<file path="src/rtl/bb3_ram.sv">
`timescale 1ns / 1ps
module bb3_ram #(
    parameter int WIDTH = 8,
    parameter int DEPTH = 16,
    parameter int AW    = $clog2(DEPTH)
) (
    input  logic             i_clk,
    input  logic             i_we,
    input  logic [AW-1:0]    i_waddr,
    input  logic [WIDTH-1:0] i_wdata,
    input  logic             i_re,
    input  logic [AW-1:0]    i_raddr,
    output logic [WIDTH-1:0] o_rdata
);

    logic [WIDTH-1:0] r_mem [DEPTH];
    logic [WIDTH-1:0] r_rdata;

    // Write port, registered read port that holds when not enabled
    always_ff @(posedge i_clk) begin
        if (i_we) begin
            r_mem[i_waddr] <= i_wdata;
        end
        if (i_re) begin
            r_rdata <= r_mem[i_raddr];
        end
    end

    assign o_rdata = r_rdata;

endmodule

</file>
<file path="config.mk">
export PLATFORM = sky130hd
export DESIGN_NAME = bb3_ram
export DESIGN_NICKNAME = d
export VERILOG_FILES = /design/src/rtl/bb3_ram.sv
export SDC_FILE = /design/constraint.sdc
export NUM_CORES = 1
export LEC_CHECK = 0
export BUFFER_PORTS_ARGS = -buffer_cell sky130_fd_sc_hd__buf_2
export CORE_ASPECT_RATIO = 1.1
export CORE_UTILIZATION = 42
export CTS_CLUSTER_SIZE = 40
export DETAILED_ROUTE_END_ITERATION = 8
export PLACE_DENSITY_LB_ADDON = 0.05
export RECOVER_POWER = 100
export REMOVE_ABC_BUFFERS = 1
export SLEW_MARGIN = 0
export SYNTH_ARGS = -nofsm -noshare
export SYNTH_HDL_FRONTEND = slang
export SYNTH_SLANG_ARGS = --single-unit
</file>
<file path="constraint.sdc">
create_clock -name i_clk -period 3.9 [get_ports i_clk]
set_input_delay 0 -clock i_clk [delete_from_list [all_inputs] [get_ports i_clk]]
set_output_delay 0 -clock i_clk [all_outputs]
set_load 0.02 [all_outputs]
</file>
==> flow_metrics.tcl <==
set metrics [dict create \
    io_buffers 26 \
    clock_skew_ps 3.670 \
    path_cells "buf_2, clkbuf_1, mux4_2, a22oi_1, nand2_1" \
    hold_end "r_mem[4][2]" \
    wl_met1_um 4516 \
    fin_hold_ws_ps 78.49 \
    regArea_um2 4084 \
    peakVddDrop_uv 253.4 \
    r2r_slack_ps 2400 \
    reg2reg_from "r_mem[1][5]" \
    slowest_delay_ps 730 \
    place_area_um2 5502 \
    synth_edf_count 136 \
    antenna_found_initial 0 \
    htree_levels 4 \
    grt_pass1_wl_um 15210 \
    rsz0062_at_grt "no" \
    vias_per_cell 5.344 \
    post-route-min-period_ps 1778 \
    hold_start "i_waddr[1]" \
    power_density_nw_per_um2 537.5 \
    drive_gt1_share_pct 16.84 \
    tritoncts "built" \
    grt_pass1_vias 2527 \
    cellLeakagePower_nw 1.961 \
    grt_usage_pct 17.19 \
    post-synth-top-count-cell "edfxtp_1" \
    fmax_ghz 0.5623 \
    netlist_instances 229 \
    firstDrtPassIters 5 \
    async_reset_ff_share_pct 0 \
    area_growth_pct 16.52 \
    path_clk_slew_ps 50 \
    hold_class "input port to register" \
    drc 0 \
    synth_common_cells "edfxtp_1 (136), mux4_2 (18), a22oi_1 (16)" \
    yosysUniqueCellTypes 18 \
    final_antenna_net_count 0 \
    critPathMaxFanout 28 \
    gp_congestion 0.6875 \
    root_buffer "clkbuf_16" \
    die_area_um2 12900 \
    placed_cells 404 \
    top_layer "met4" \
    overflow 0 \
    dr.first_iter.drc_count 170 \
    vias 2378 \
    worst_pin_slew_ps 977.9 \
    cp-start-kind "input port" \
    r2r_cells 3 \
    whs_path_depth 2 \
    route.met3.wl_um 399 \
    routed_wirelength_um 9904 \
    initial_core_util_pct 43.25 \
    grt_max_degree 33 \
    slew_viol_final 0 \
    synth_largest_area_cell "edfxtp_1" \
    period_share_pct 45.60 \
    yosys_warnings 0 \
    ys.flop_type "edfxtp_1" \
    fin_cells 445 \
    coreArea_um2 12090 \
    multiInputGateArea_um2 1057 \
    avgSynthCellArea_um2 22.83 \
    io_pins 27 \
    antenna_cells 0 \
    num_rows 42 \
    wl_met2_um 4855 \
    outcome "finished, final reports clean" \
    cts_buffer_depth 2 \
    wire_per_inst_um 22.26 \
    crit_arrival_ps 1930 \
    final.setup.tns_ps 0 \
    drv_cap 0 \
    ys_ff_latch 136 \
    critical_path_class "input port to register" \
    fin_area_um2 6091 \
    setup_viol_count_final 0 \
    n_fill_cell 1008 \
    r2r_end "o_rdata[5]" \
    relSlewSlack_pct 34.81 \
    cts.sinks 136 \
    cp.required_ps 4060 \
    synth_top_area_share_pct 78.12 \
    crit_slowest_cell "buf_2" \
    numCtsBuffers 17 \
    hpwl_um 6410 \
    die_h_um 119.0 \
    hold_viol 0 \
    layout.nets 297 \
    synthTopCellsByArea "edfxtp_1 (78%), mux4_2 (7.8%), mux4_1 (7.0%), a22oi_1 (2.3%), nor2_1 (0.93%)" \
    seq_area_frac_synth_pct 78.12 \
    die_w_um 108.4 \
    clkLatencyLatePin_ps 400 \
    crit_path_end_kind "register" \
    syn_area_um2 5228 \
]
-- area by class of cell --
class	instances	share of cell area (%)
multi-input cells	83	17.36
clock buffers	19	7.108
repair buffers	40	3.492
well taps	154	3.164
clock inverters	13	1.828
flip-flops and latches	136	67.05
-- placed cells by master, fill, tap and decap left out, drive strengths merged, types with 2 or more instances in the layout --
master,n
a22oi,16
buf,5
bufinv,2
clkbuf,45
clkinv,10
dlygate4sd3,9
edfxtp,136
mux4,32
nand2,9
nand2b,2
nand3b,2
nor2,13
nor3,4
-- registers in the layout, summed over array words and instances (netlist names) --
signal	count
r_mem	128
o_rdata	8
-- through the flow --
stage | total power (W) | setup slack, ps | util (%)
2_1_floorplan | 0.001758 | 2407 | -
3_3_place_gp | 0.001838 | 1776 | 45.52
3_5_place_dp | 0.001840 | 1781 | 45.52
4_1_cts | 0.003303 | 2209 | 50.77
5_1_grt | 0.003382 | 1910 | 50.39
6_report | 0.003274 | 2122 | 50.39
-- routing by layer --
layer  vias up  track usage (%)
met2        60            27.03
li1       1076                -
met5         -                0
met1      1232            23.06
met4         0            5.828
met3        10            4.817
-- how the worst max path moves through the flow --
stage                          start           to  slack, ps
after floorplan           i_waddr[2]  r_mem[0][0]       2410
after global placement    i_raddr[0]   o_rdata[0]       1780
after detailed placement  i_raddr[0]   o_rdata[0]       1780
after CTS                 i_raddr[0]   o_rdata[0]       2210
after global routing      i_raddr[0]   o_rdata[0]       1910
final                     i_raddr[0]   o_rdata[0]       2120
-- cell families (layout without fill, tap and decap cells) --
group	Yosys count	count (layout)	share of synthesized area (%)
compound gates	16	16	2.298
mux	32	32	14.79
buf+inv	10	72	1.651
flops	136	136	78.12
simple gates	35	35	3.136
-- power by group --
group / internal [W] / switching [W] / total, W
Combinational: 0.0000592 / 0.0000933 / 0.000152
Clock: 0.000921 / 0.000543 / 0.00146
Sequential: 0.00165 / 0.00000817 / 0.00166
-- critical path: cells and delay by family --
kind                   cells  cell delay, ps
multiplexers               1             550
AO/OA/AOI/OAI              1             190
AND/OR/NAND/NOR            1              60
buffers and inverters      2            1130
-- timing repair --
| action | in CTS | in global routing |
|---|---|---|
| gates resized for setup | 0 | 0 |
| setup buffers | 0 | 0 |
| hold buffers | 9 | 0 |
| hold endpoints to repair | 135 | 0 |
No activity file was read; power rests on OpenSTA's default activity.
